[src/sv/two_axis_stepper_burst_planner_top_macros.svh]
// ----------------------------------------------------------------------------
// Assertion macros for the two-axis stepper burst planner
// Each macro expects i_clk and i_rst_n in the scope of its use.
// ----------------------------------------------------------------------------
`ifndef TWO_AXIS_STEPPER_BURST_PLANNER_TOP_MACROS_SVH
`define TWO_AXIS_STEPPER_BURST_PLANNER_TOP_MACROS_SVH

// same-cycle implication
`define TSBP_ASSERT_IMPL(label, ante, cons) \
    label: assert property (@(posedge i_clk) disable iff (!i_rst_n) (ante) |-> (cons)) \
        else $error("tsbp assertion failed");

// next-cycle implication
`define TSBP_ASSERT_NEXT(label, ante, cons) \
    label: assert property (@(posedge i_clk) disable iff (!i_rst_n) (ante) |=> (cons)) \
        else $error("tsbp assertion failed");

`endif

[src/sv/tsbp_pkg.sv]
// ----------------------------------------------------------------------------
// tsbp_pkg
// Types and constants shared by the stepper burst planner modules.
// ----------------------------------------------------------------------------
`timescale 1ns / 1ps
`default_nettype none

package tsbp_pkg;

    localparam int unsigned START_RELOAD = 1199;
    localparam int unsigned START_MAX    = 30;
    localparam int unsigned RUN_MAX      = 256;
    localparam int unsigned MICROSTEP    = 8;
    localparam int unsigned MICRO_SHIFT  = $clog2(MICROSTEP);
    localparam int unsigned SCALE_DIV    = 4;
    localparam int unsigned DIV_SHIFT    = $clog2(SCALE_DIV);
    localparam logic [15:0] SAT16        = 16'hFFFF;
    localparam int unsigned ADDR_W       = 5;

    typedef enum logic [1:0] {
        ACT_MOVE   = 2'd0,
        ACT_X_DONE = 2'd1,
        ACT_Y_DONE = 2'd2,
        ACT_TOUCH  = 2'd3
    } t_action;

    typedef enum logic [2:0] {
        REG_X_SCALE      = 3'd0,
        REG_Y_SCALE      = 3'd1,
        REG_X_BACKLASH   = 3'd2,
        REG_Y_BACKLASH   = 3'd3,
        REG_X_HOME_EXTRA = 3'd4,
        REG_Y_HOME_EXTRA = 3'd5,
        REG_X_RUN_RELOAD = 3'd6,
        REG_Y_RUN_RELOAD = 3'd7
    } t_reg_idx;

    typedef struct packed {
        logic [9:0]  x_scale;
        logic [9:0]  y_scale;
        logic [7:0]  x_backlash;
        logic [7:0]  y_backlash;
        logic [11:0] x_home_extra;
        logic [11:0] y_home_extra;
        logic [15:0] x_run_reload;
        logic [15:0] y_run_reload;
    } t_cfg;

    typedef struct packed {
        logic        axis;
        logic        reverse_dir;
        logic [8:0]  burst_pulses;
        logic [15:0] burst_reload;
        logic        x_done_flag;
        logic        y_done_flag;
        logic        press_tap;
        logic        send_report;
        logic        last;
    } t_result;

    typedef struct packed {
        t_result res0;
        t_result res1;
        logic    two;
    } t_plan;

endpackage

`default_nettype wire

[src/sv/tsbp_in_if.sv]
// ----------------------------------------------------------------------------
// tsbp_in_if
// Command channel: action code and target position.
// ----------------------------------------------------------------------------
`timescale 1ns / 1ps
`default_nettype none

interface tsbp_in_if;
    logic       valid;
    logic       ready;
    logic [1:0] action;
    logic [7:0] x_target;
    logic [7:0] y_target;

    modport source (output valid, output action, output x_target, output y_target,
                    input ready);
    modport sink   (input valid, input action, input x_target, input y_target,
                    output ready);
endinterface

`default_nettype wire

[src/sv/tsbp_out_if.sv]
// ----------------------------------------------------------------------------
// tsbp_out_if
// Result channel: one burst or touch result per item.
// ----------------------------------------------------------------------------
`timescale 1ns / 1ps
`default_nettype none

interface tsbp_out_if;
    logic        valid;
    logic        ready;
    logic        axis;
    logic        reverse_dir;
    logic [8:0]  burst_pulses;
    logic [15:0] burst_reload;
    logic        x_done_flag;
    logic        y_done_flag;
    logic        press_tap;
    logic        send_report;
    logic        last;

    modport source (output valid, output axis, output reverse_dir, output burst_pulses,
                    output burst_reload, output x_done_flag, output y_done_flag,
                    output press_tap, output send_report, output last, input ready);
    modport sink   (input valid, input axis, input reverse_dir, input burst_pulses,
                    input burst_reload, input x_done_flag, input y_done_flag,
                    input press_tap, input send_report, input last, output ready);
endinterface

`default_nettype wire

[src/sv/tsbp_cfg_regs.sv]
// ----------------------------------------------------------------------------
// tsbp_cfg_regs
// APB-style register file for scale, backlash, homing and reload settings.
// ----------------------------------------------------------------------------
`timescale 1ns / 1ps
`default_nettype none

module tsbp_cfg_regs (
    input  wire logic                        i_clk,
    input  wire logic                        i_rst_n,
    input  wire logic                        psel,
    input  wire logic                        penable,
    input  wire logic                        pwrite,
    input  wire logic [tsbp_pkg::ADDR_W-1:0] paddr,
    input  wire logic [31:0]                 pwdata,
    output logic      [31:0]                 prdata,
    output logic                             pready,
    output tsbp_pkg::t_cfg                   o_cfg
);
    import tsbp_pkg::*;

    t_cfg     r_cfg;
    logic     wr_en;
    t_reg_idx idx;

    assign pready = 1'b1;
    assign wr_en  = psel && penable && pwrite;
    assign idx    = t_reg_idx'(paddr[ADDR_W-1:2]);
    assign o_cfg  = r_cfg;

    always_ff @(posedge i_clk) begin
        if (!i_rst_n) begin
            r_cfg.x_scale      <= 10'd244;
            r_cfg.y_scale      <= 10'd136;
            r_cfg.x_backlash   <= 8'd50;
            r_cfg.y_backlash   <= 8'd40;
            r_cfg.x_home_extra <= 12'd850;
            r_cfg.y_home_extra <= 12'd800;
            r_cfg.x_run_reload <= 16'd449;
            r_cfg.y_run_reload <= 16'd499;
        end else if (wr_en) begin
            case (idx)
                REG_X_SCALE:      r_cfg.x_scale      <= pwdata[9:0];
                REG_Y_SCALE:      r_cfg.y_scale      <= pwdata[9:0];
                REG_X_BACKLASH:   r_cfg.x_backlash   <= pwdata[7:0];
                REG_Y_BACKLASH:   r_cfg.y_backlash   <= pwdata[7:0];
                REG_X_HOME_EXTRA: r_cfg.x_home_extra <= pwdata[11:0];
                REG_Y_HOME_EXTRA: r_cfg.y_home_extra <= pwdata[11:0];
                REG_X_RUN_RELOAD: r_cfg.x_run_reload <= pwdata[15:0];
                REG_Y_RUN_RELOAD: r_cfg.y_run_reload <= pwdata[15:0];
                default: begin
                end
            endcase
        end
    end

    always_comb begin
        case (idx)
            REG_X_SCALE:      prdata = 32'(r_cfg.x_scale);
            REG_Y_SCALE:      prdata = 32'(r_cfg.y_scale);
            REG_X_BACKLASH:   prdata = 32'(r_cfg.x_backlash);
            REG_Y_BACKLASH:   prdata = 32'(r_cfg.y_backlash);
            REG_X_HOME_EXTRA: prdata = 32'(r_cfg.x_home_extra);
            REG_Y_HOME_EXTRA: prdata = 32'(r_cfg.y_home_extra);
            REG_X_RUN_RELOAD: prdata = 32'(r_cfg.x_run_reload);
            REG_Y_RUN_RELOAD: prdata = 32'(r_cfg.y_run_reload);
            default:          prdata = 32'd0;
        endcase
    end

endmodule

`default_nettype wire

[src/sv/tsbp_planner.sv]
// ----------------------------------------------------------------------------
// tsbp_planner
// Axis state and the single-pass plan of one registered command.
// ----------------------------------------------------------------------------
`timescale 1ns / 1ps
`default_nettype none

module tsbp_planner (
    input  wire logic           i_clk,
    input  wire logic           i_rst_n,
    input  wire logic           i_fire,
    input  wire logic [1:0]     i_action,
    input  wire logic [7:0]     i_x_target,
    input  wire logic [7:0]     i_y_target,
    input  tsbp_pkg::t_cfg      i_cfg,
    output tsbp_pkg::t_plan     o_plan
);
    import tsbp_pkg::*;

    typedef struct packed {
        logic [15:0] rem;
        logic        rev;
        logic [8:0]  burst;
    } t_axis_plan;

    typedef struct packed {
        logic [15:0] rem;
        logic [8:0]  burst;
    } t_run_plan;

    logic [7:0]  r_x_pos, r_y_pos, n_x_pos, n_y_pos;
    logic [15:0] r_x_rem, r_y_rem, n_x_rem, n_y_rem;
    logic        r_x_rev, r_y_rev, n_x_rev, n_y_rev;
    logic        r_x_fin, r_y_fin, n_x_fin, n_y_fin;

    t_action     act;
    logic        home;
    t_axis_plan  xm, ym;
    t_run_plan   xr, yr;
    t_result     res0, res1;
    logic        two;
    logic        tap, rep;

    function automatic t_axis_plan plan_move(input logic [7:0] pos, input logic [7:0] tgt,
                                             input logic [9:0] scale,
                                             input logic [7:0] backlash,
                                             input logic is_home,
                                             input logic [11:0] home_extra);
        logic [7:0]  delta;
        logic [17:0] prod;
        logic [19:0] raw;
        logic [16:0] hsum;
        t_axis_plan  p;
        p.rev = (tgt < pos);
        delta = p.rev ? (pos - tgt) : (tgt - pos);
        prod  = 18'(scale) * 18'(delta);
        raw   = 20'(prod >> DIV_SHIFT) << MICRO_SHIFT;
        if (p.rev) begin
            raw = raw + 20'(backlash);
        end
        p.rem = (raw > 20'(SAT16)) ? SAT16 : raw[15:0];
        if (is_home) begin
            hsum  = 17'(p.rem) + 17'(home_extra);
            p.rem = hsum[16] ? SAT16 : hsum[15:0];
            p.rev = 1'b1;
        end
        // start burst comes off the fresh count
        p.burst = (p.rem < 16'(START_MAX)) ? p.rem[8:0] : 9'(START_MAX);
        p.rem   = p.rem - 16'(p.burst);
        return p;
    endfunction

    function automatic t_run_plan plan_run(input logic [15:0] rem);
        t_run_plan p;
        p.burst = (rem < 16'(RUN_MAX)) ? rem[8:0] : 9'(RUN_MAX);
        p.rem   = rem - 16'(p.burst);
        return p;
    endfunction

    assign act  = t_action'(i_action);
    assign home = (i_x_target == 8'd0) && (i_y_target == 8'd0);

    always_comb begin
        xm = plan_move(r_x_pos, i_x_target, i_cfg.x_scale, i_cfg.x_backlash, home,
                       i_cfg.x_home_extra);
        ym = plan_move(r_y_pos, i_y_target, i_cfg.y_scale, i_cfg.y_backlash, home,
                       i_cfg.y_home_extra);
        xr = plan_run(r_x_rem);
        yr = plan_run(r_y_rem);
    end

    // next state
    always_comb begin
        n_x_pos = r_x_pos;
        n_y_pos = r_y_pos;
        n_x_rem = r_x_rem;
        n_y_rem = r_y_rem;
        n_x_rev = r_x_rev;
        n_y_rev = r_y_rev;
        n_x_fin = r_x_fin;
        n_y_fin = r_y_fin;
        tap     = 1'b0;
        rep     = 1'b0;
        case (act)
            ACT_MOVE: begin
                n_x_pos = i_x_target;
                n_y_pos = i_y_target;
                n_x_rem = xm.rem;
                n_y_rem = ym.rem;
                n_x_rev = xm.rev;
                n_y_rev = ym.rev;
                n_x_fin = (xm.rem == 16'd0);
                n_y_fin = (ym.rem == 16'd0);
            end
            ACT_X_DONE: begin
                n_x_rem = xr.rem;
                if (xr.rem == 16'd0) begin
                    n_x_fin = 1'b1;
                end
            end
            ACT_Y_DONE: begin
                n_y_rem = yr.rem;
                if (yr.rem == 16'd0) begin
                    n_y_fin = 1'b1;
                end
            end
            ACT_TOUCH: begin
                if (r_x_fin && r_y_fin) begin
                    n_x_fin = 1'b0;
                    n_y_fin = 1'b0;
                    rep     = 1'b1;
                    tap     = (r_x_pos != 8'd0) || (r_y_pos != 8'd0);
                end
            end
            default: begin
            end
        endcase
    end

    // results
    always_comb begin
        res0              = '0;
        res1              = '0;
        two               = 1'b0;
        res0.x_done_flag  = n_x_fin;
        res0.y_done_flag  = n_y_fin;
        res1.x_done_flag  = n_x_fin;
        res1.y_done_flag  = n_y_fin;
        res1.axis         = 1'b1;
        res1.last         = 1'b1;
        case (act)
            ACT_MOVE: begin
                two               = 1'b1;
                res0.reverse_dir  = xm.rev;
                res0.burst_pulses = xm.burst;
                res0.burst_reload = (xm.burst != 9'd0) ? 16'(START_RELOAD) : 16'd0;
                res1.reverse_dir  = ym.rev;
                res1.burst_pulses = ym.burst;
                res1.burst_reload = (ym.burst != 9'd0) ? 16'(START_RELOAD) : 16'd0;
            end
            ACT_X_DONE: begin
                res0.last         = 1'b1;
                res0.reverse_dir  = r_x_rev;
                res0.burst_pulses = xr.burst;
                res0.burst_reload = (xr.burst != 9'd0) ? i_cfg.x_run_reload : 16'd0;
            end
            ACT_Y_DONE: begin
                res0.last         = 1'b1;
                res0.axis         = 1'b1;
                res0.reverse_dir  = r_y_rev;
                res0.burst_pulses = yr.burst;
                res0.burst_reload = (yr.burst != 9'd0) ? i_cfg.y_run_reload : 16'd0;
            end
            ACT_TOUCH: begin
                res0.last        = 1'b1;
                res0.press_tap   = tap;
                res0.send_report = rep;
            end
            default: begin
            end
        endcase
        o_plan.res0 = res0;
        o_plan.res1 = res1;
        o_plan.two  = two;
    end

    always_ff @(posedge i_clk) begin
        if (!i_rst_n) begin
            r_x_pos <= 8'd0;
            r_y_pos <= 8'd0;
            r_x_rem <= 16'd0;
            r_y_rem <= 16'd0;
            r_x_rev <= 1'b0;
            r_y_rev <= 1'b0;
            r_x_fin <= 1'b0;
            r_y_fin <= 1'b0;
        end else if (i_fire) begin
            r_x_pos <= n_x_pos;
            r_y_pos <= n_y_pos;
            r_x_rem <= n_x_rem;
            r_y_rem <= n_y_rem;
            r_x_rev <= n_x_rev;
            r_y_rev <= n_y_rev;
            r_x_fin <= n_x_fin;
            r_y_fin <= n_y_fin;
        end
    end

endmodule

`default_nettype wire

[src/sv/tsbp_result_buf.sv]
// ----------------------------------------------------------------------------
// tsbp_result_buf
// Two-slot result register that drains a plan one item per cycle while o_res.ready is high.
// ----------------------------------------------------------------------------
`timescale 1ns / 1ps
`default_nettype none

`include "two_axis_stepper_burst_planner_top_macros.svh"

module tsbp_result_buf (
    input  wire logic       i_clk,
    input  wire logic       i_rst_n,
    input  wire logic       i_load,
    input  tsbp_pkg::t_plan i_plan,
    output logic            o_room,
    tsbp_out_if.source      o_res
);
    import tsbp_pkg::*;

    logic [1:0] r_cnt, n_cnt;
    t_result    r_slot0, r_slot1;
    logic       take;

    assign take   = o_res.valid && o_res.ready;
    // accept a new plan when empty or when the final slot leaves now
    assign o_room = (r_cnt == 2'd0) || ((r_cnt == 2'd1) && take);

    always_comb begin
        n_cnt = r_cnt;
        if (i_load) begin
            n_cnt = i_plan.two ? 2'd2 : 2'd1;
        end else if (take) begin
            n_cnt = r_cnt - 2'd1;
        end
    end

    always_ff @(posedge i_clk) begin
        if (!i_rst_n) begin
            r_cnt <= 2'd0;
        end else begin
            r_cnt <= n_cnt;
        end
    end

    always_ff @(posedge i_clk) begin
        if (i_load) begin
            r_slot0 <= i_plan.res0;
            r_slot1 <= i_plan.res1;
        end else if (take) begin
            r_slot0 <= r_slot1;
        end
    end

    assign o_res.valid        = (r_cnt != 2'd0);
    assign o_res.axis         = r_slot0.axis;
    assign o_res.reverse_dir  = r_slot0.reverse_dir;
    assign o_res.burst_pulses = r_slot0.burst_pulses;
    assign o_res.burst_reload = r_slot0.burst_reload;
    assign o_res.x_done_flag  = r_slot0.x_done_flag;
    assign o_res.y_done_flag  = r_slot0.y_done_flag;
    assign o_res.press_tap    = r_slot0.press_tap;
    assign o_res.send_report  = r_slot0.send_report;
    assign o_res.last         = r_slot0.last;

    `TSBP_ASSERT_IMPL(a_single_is_last, r_cnt == 2'd1, r_slot0.last)
    `TSBP_ASSERT_IMPL(a_pair_order, r_cnt == 2'd2, !r_slot0.last && r_slot1.last)
    `TSBP_ASSERT_NEXT(a_pair_drains, (r_cnt == 2'd2) && take, r_cnt == 2'd1)

endmodule

`default_nettype wire

[src/sv/two_axis_stepper_burst_planner_top.sv]
// ----------------------------------------------------------------------------
// two_axis_stepper_burst_planner_top
// Plans start and follow-on step bursts for two stepper axes.
// ----------------------------------------------------------------------------
//  channel  | dir | handshake         | payload
//  i_cmd    | in  | valid / ready     | action, x_target, y_target
//  o_res    | out | valid / ready     | axis .. last, one result per item
//  apb      | in  | psel/penable/pwrite, pready tied high | 8 registers at 4*i
//
//  An accepted command is held in the input register; its plan is computed
//  combinationally from it and loaded into the two-slot result register.
//  Burst-finished and touch commands sustain one item per cycle while o_res
//  is ready; a move yields two results, which leave one at a time by the single result port.
//  Synchronous active-low reset clears the axis state and restores defaults.
//  A stalled result port holds the input register once the result slots fill.
// ----------------------------------------------------------------------------
`timescale 1ns / 1ps
`default_nettype none

module two_axis_stepper_burst_planner_top (
    input  wire logic                        i_clk,
    input  wire logic                        i_rst_n,
    tsbp_in_if.sink                          i_cmd,
    tsbp_out_if.source                       o_res,
    input  wire logic                        psel,
    input  wire logic                        penable,
    input  wire logic                        pwrite,
    input  wire logic [tsbp_pkg::ADDR_W-1:0] paddr,
    input  wire logic [31:0]                 pwdata,
    output logic      [31:0]                 prdata,
    output logic                             pready
);
    import tsbp_pkg::*;

    logic       r_in_valid;
    logic [1:0] r_action;
    logic [7:0] r_x_target, r_y_target;
    logic       room, fire, in_take;
    t_cfg       cfg;
    t_plan      plan;

    assign fire        = r_in_valid && room;
    assign i_cmd.ready = !r_in_valid || fire;
    assign in_take     = i_cmd.valid && i_cmd.ready;

    always_ff @(posedge i_clk) begin
        if (!i_rst_n) begin
            r_in_valid <= 1'b0;
        end else if (in_take) begin
            r_in_valid <= 1'b1;
        end else if (fire) begin
            r_in_valid <= 1'b0;
        end
    end

    always_ff @(posedge i_clk) begin
        if (in_take) begin
            r_action   <= i_cmd.action;
            r_x_target <= i_cmd.x_target;
            r_y_target <= i_cmd.y_target;
        end
    end

    tsbp_cfg_regs u_cfg (
        .i_clk   (i_clk),
        .i_rst_n (i_rst_n),
        .psel    (psel),
        .penable (penable),
        .pwrite  (pwrite),
        .paddr   (paddr),
        .pwdata  (pwdata),
        .prdata  (prdata),
        .pready  (pready),
        .o_cfg   (cfg)
    );

    tsbp_planner u_plan (
        .i_clk      (i_clk),
        .i_rst_n    (i_rst_n),
        .i_fire     (fire),
        .i_action   (r_action),
        .i_x_target (r_x_target),
        .i_y_target (r_y_target),
        .i_cfg      (cfg),
        .o_plan     (plan)
    );

    tsbp_result_buf u_buf (
        .i_clk   (i_clk),
        .i_rst_n (i_rst_n),
        .i_load  (fire),
        .i_plan  (plan),
        .o_room  (room),
        .o_res   (o_res)
    );

endmodule

`default_nettype wire
[src/flat_wrapper.sv]
// flat-port wrapper written by rule: the top's interface ports become plain ports
module two_axis_stepper_burst_planner_top_flat import tsbp_pkg::*;
  (i_clk, i_rst_n, psel, penable, pwrite, paddr, pwdata, prdata, pready, i_cmd_valid, i_cmd_action, i_cmd_x_target, i_cmd_y_target, i_cmd_ready, o_res_valid, o_res_axis, o_res_reverse_dir, o_res_burst_pulses, o_res_burst_reload, o_res_x_done_flag, o_res_y_done_flag, o_res_press_tap, o_res_send_report, o_res_last, o_res_ready);
  tsbp_in_if i_cmd_i ();
  tsbp_out_if o_res_i ();
  input  wire logic i_clk;
  input  wire logic i_rst_n;
  input  wire logic psel;
  input  wire logic penable;
  input  wire logic pwrite;
  input  wire logic [tsbp_pkg::ADDR_W-1:0] paddr;
  input  wire logic [31:0] pwdata;
  output logic      [31:0] prdata;
  output logic pready;
  input wire logic [$bits(i_cmd_i.valid)-1:0] i_cmd_valid;
  input wire logic [$bits(i_cmd_i.action)-1:0] i_cmd_action;
  input wire logic [$bits(i_cmd_i.x_target)-1:0] i_cmd_x_target;
  input wire logic [$bits(i_cmd_i.y_target)-1:0] i_cmd_y_target;
  output wire logic [$bits(i_cmd_i.ready)-1:0] i_cmd_ready;
  output wire logic [$bits(o_res_i.valid)-1:0] o_res_valid;
  output wire logic [$bits(o_res_i.axis)-1:0] o_res_axis;
  output wire logic [$bits(o_res_i.reverse_dir)-1:0] o_res_reverse_dir;
  output wire logic [$bits(o_res_i.burst_pulses)-1:0] o_res_burst_pulses;
  output wire logic [$bits(o_res_i.burst_reload)-1:0] o_res_burst_reload;
  output wire logic [$bits(o_res_i.x_done_flag)-1:0] o_res_x_done_flag;
  output wire logic [$bits(o_res_i.y_done_flag)-1:0] o_res_y_done_flag;
  output wire logic [$bits(o_res_i.press_tap)-1:0] o_res_press_tap;
  output wire logic [$bits(o_res_i.send_report)-1:0] o_res_send_report;
  output wire logic [$bits(o_res_i.last)-1:0] o_res_last;
  input wire logic [$bits(o_res_i.ready)-1:0] o_res_ready;
  assign i_cmd_i.valid = i_cmd_valid;
  assign i_cmd_i.action = i_cmd_action;
  assign i_cmd_i.x_target = i_cmd_x_target;
  assign i_cmd_i.y_target = i_cmd_y_target;
  assign i_cmd_ready = i_cmd_i.ready;
  assign o_res_valid = o_res_i.valid;
  assign o_res_axis = o_res_i.axis;
  assign o_res_reverse_dir = o_res_i.reverse_dir;
  assign o_res_burst_pulses = o_res_i.burst_pulses;
  assign o_res_burst_reload = o_res_i.burst_reload;
  assign o_res_x_done_flag = o_res_i.x_done_flag;
  assign o_res_y_done_flag = o_res_i.y_done_flag;
  assign o_res_press_tap = o_res_i.press_tap;
  assign o_res_send_report = o_res_i.send_report;
  assign o_res_last = o_res_i.last;
  assign o_res_i.ready = o_res_ready;
  two_axis_stepper_burst_planner_top u_core (.i_clk(i_clk), .i_rst_n(i_rst_n), .i_cmd(i_cmd_i), .o_res(o_res_i), .psel(psel), .penable(penable), .pwrite(pwrite), .paddr(paddr), .pwdata(pwdata), .prdata(prdata), .pready(pready));
endmodule
[config.mk]
export PLATFORM = sky130hd
export DESIGN_NAME = two_axis_stepper_burst_planner_top_flat
export DESIGN_NICKNAME = d
export VERILOG_FILES = /design/src/sv/tsbp_pkg.sv /design/src/sv/tsbp_in_if.sv /design/src/sv/tsbp_out_if.sv /design/src/sv/tsbp_cfg_regs.sv /design/src/sv/tsbp_planner.sv /design/src/sv/tsbp_result_buf.sv /design/src/sv/two_axis_stepper_burst_planner_top.sv /design/src/flat_wrapper.sv
export VERILOG_INCLUDE_DIRS = /design/src /design/src/sv
export SDC_FILE = /design/constraint.sdc
export NUM_CORES = 1
export LEC_CHECK = 0
export BUFFER_PORTS_ARGS = -buffer_cell sky130_fd_sc_hd__buf_4
export CAP_MARGIN = 20
export CORE_MARGIN = 3
export CORE_UTILIZATION = 56
export CTS_CLUSTER_DIAMETER = 100
export DETAILED_ROUTE_END_ITERATION = 8
export HOLD_SLACK_MARGIN = 0.02
export PLACE_DENSITY = 0.75
export REMOVE_ABC_BUFFERS = 1
export SYNTH_ARGS = -nofsm -noshare
export SYNTH_HDL_FRONTEND = slang
export SYNTH_HIERARCHICAL = 1
export SYNTH_SLANG_ARGS = --single-unit
[constraint.sdc]
create_clock -name i_clk -period 41.6 [get_ports i_clk]
set_clock_uncertainty 0.05 [all_clocks]
set_input_delay 2.08 -clock i_clk [delete_from_list [all_inputs] [get_ports i_clk]]
set_output_delay 2.08 -clock i_clk [all_outputs]
set_load 0.005 [all_outputs]
==> results_dict.tcl <==
set metrics [dict create \
    grt_start_max_net_pins 107 \
    dieHeight_um 204 \
    rsz0062_at_grt "no" \
    period_needed_ns 15.11 \
    r2r_cells 55 \
    antenna_found_initial 1 \
    postLayoutCoreUtil 0.620 \
    dieWidth_um 204 \
    vias_per_cell 6.23 \
    wire_per_inst_um 19.8 \
    cp_slowest_cell "a22oi_1" \
    filler_cell_count 3311 \
    yosys-top-cells-area "dfxtp_1 (13%), edfxtp_1 (11%), fa_1 (9.5%)" \
    start_kind "flop" \
    layout_commonest_cell "nand2_1" \
    clk_latency_ns 0.56 \
    cap_violations 0 \
    hold_buffers 0 \
    multi_input_area_um2 15100 \
    gp_congestion 0.948 \
    drc 0 \
    worstSetupEndpointType "flop" \
    grt_pass1_vias 19300 \
    arrival_ns 15.37 \
    grt_first_pass_wirelength_mm 100 \
    synth_cell_types 113 \
    coreArea_um2 38200 \
    start_util 0.575 \
    synth_edf_count 82 \
    outcome "completed" \
    synth_top_cell_area_share 0.134 \
    place_inst 3102 \
    synth_seq_cells 229 \
    ant_nets 0 \
    path_class "flop to flop" \
    cts_buffer_depth 3 \
    finalCritPeriodShare 0.363 \
    final_nets 2938 \
    final_cell_mix "nand2_1 (335), inv_1 (186), nor2_1 (165), ha_1 (149)" \
    hold_start "u_core/u_cfg/o_cfg[18]" \
    cts.repair.resized 0 \
    syn_to_final_growth_pct 7.79 \
    path_clk_slew_ns 0.06 \
    min_to "u_core/u_cfg/o_cfg[18]" \
    relSlewSlack 0.287 \
    track_usage 0.295 \
    num_vias 19600 \
    dp_hpwl_mm 46.4 \
    ioPinCount 129 \
    synthesis.area_um2 22000 \
    worstMarginPinSlew_ns 1.07 \
    regToRegEndpoint "u_core/u_buf/o_res.y_done_flag" \
    gr-total-overflow 0 \
    slowest_delay_ns 0.60 \
    stdcell_count 3155 \
    max_freq_ghz 0.0662 \
    regArea_um2 5410 \
    cp_common_cell "inv_1" \
    reg2reg_from "u_core/r_y_target[0]" \
    wirelength_mm 62.4 \
    cts_setup_buffers 0 \
    hold_slack_ns 0.424 \
    setup-tns-final_ns 0 \
    io_buffers 93 \
    synth_largest_area_cell "dfxtp_1" \
    setup_viol 0 \
    row_count 71 \
    syn_inst 2610 \
    cp_max_fo 28 \
    maxSlewViolCount 0 \
    yosysSeqAreaShare 0.246 \
    yosys_warnings 6 \
    root_buffer "clkbuf_16" \
    drtIter0Drc 1830 \
    synthFlopType "dfxtp_1" \
    numCtsBuffers 26 \
    die_area_um2 41600 \
    hold_violations 0 \
    async_reset_ff_frac 0 \
    hold_depth 2 \
    reg2reg_slack_ns 26.49 \
    drive_gt1_frac 0.104 \
    ctsHtreeMaxLevel 1 \
    cp.required_ns 41.86 \
    clkSinkCount 229 \
    cts_tree "built" \
    hold_path_class "flop to flop" \
    drt_pass1_iterations 5 \
    avgSynthCellArea_um2 8.42 \
]
==> critical path, delay by kind of cell, from the launching register on <==
family,cells,cell delay (ns)
XOR/XNOR,1,0.57
multiplexers,2,0.51
AO/OA/AOI/OAI,20,5.38
buffers and inverters,8,1.07
flip-flops,1,0.46
AND/OR/NAND/NOR,15,3.01
adder cells (fa/ha/maj),9,3.77
==> state kept, by name, summed over array words and instances (netlist names), 2 cells and up <==
signal and flops:
u_core/r_action 2, u_core/r_x_target 8, u_core/r_y_target 8, u_core/u_buf/o_res.burst_pulses 9
u_core/u_buf/o_res.burst_reload 16, u_core/u_buf/r_cnt 2, u_core/u_buf/r_slot1 32, u_core/u_cfg/o_cfg 92
u_core/u_plan/r_x_pos 8, u_core/u_plan/r_x_rem 16, u_core/u_plan/r_y_pos 8, u_core/u_plan/r_y_rem 16
==> logic make-up after synthesis <==
logic type / synth area share
fa+ha+maj: 0.180
compound gates: 0.209
simple gates: 0.223
other cells: 0.000683
buf+inv: 0.0709
mux: 0.0432
xor+xnor: 0.0279
flops: 0.246
==> per-layer routing <==
metal | wire (um) | GRT usage | vias to the layer above
met5 | 0 | 0 | -
met4 | 2060 | 0.105 | 0
met3 | 4350 | 0.0397 | 125
met2 | 30200 | 0.504 | 747
met1 | 25700 | 0.386 | 9558
li1 | - | - | 9211
==> worst max-delay path by stage <==
stage,startpoint,endpoint,slack [ns],cells after the start
after floorplan,u_core/r_y_target[0],u_core/u_buf/o_res.y_done_flag,27.81,55
after global placement,u_core/r_y_target[0],u_core/u_buf/o_res.y_done_flag,26.95,55
after detailed placement,u_core/r_y_target[0],u_core/u_buf/o_res.y_done_flag,26.76,55
after CTS,u_core/r_y_target[0],u_core/u_buf/o_res.y_done_flag,26.69,55
after global routing,u_core/r_y_target[0],u_core/u_buf/o_res.y_done_flag,25.31,55
final,u_core/r_y_target[0],u_core/u_buf/o_res.y_done_flag,26.49,55
==> final cells by class <==
class	count	area share
Multi-Input combinational cell	2067	0.639
Sequential cell	229	0.228
Timing Repair Buffer	110	0.0357
Clock buffer	37	0.0341
Inverter	189	0.0300
Tap cell	511	0.0270
Clock inverter	11	0.00550
Antenna cell	1	0.000106
==> cell usage after synthesis, drive strengths merged, types with 9 or more instances <==
library cell and number:
a221oi 22, dfxtp 147, inv 187, or4 9, o22ai 10, buf 89, o211a 10, nand3 69
and2 103, a22oi 19, mux2 42, and3 20, o2111ai 10, o21bai 15, a21boi 58, a22o 12
xor2 24, o21ai 130, or3 15, a21oi 150, fa 104, nor2 174, nand2 336, o21a 19
a211o 9, edfxtp 82, nand2b 27, a211oi 26, or2 10, nand4 17, o211ai 29, nor4 30
xnor2 46, mux2i 43, o2bb2ai 11, nor3 42, ha 149, a21o 30, a31oi 18, clkbuf 68
nor2b 73
==> metrics by stage <==
stage | setup WS [ns] | area (um^2)
final | 26.49 | 23700
after global routing | 25.31 | 23700
after CTS | 26.69 | 23600
after detailed placement | 26.76 | 22700
after global placement | 26.95 | 22700
after floorplan | 27.81 | 21200
Power is not shown: default switching activity piles up to over one toggle a cycle in this logic, so the estimate is an artifact.
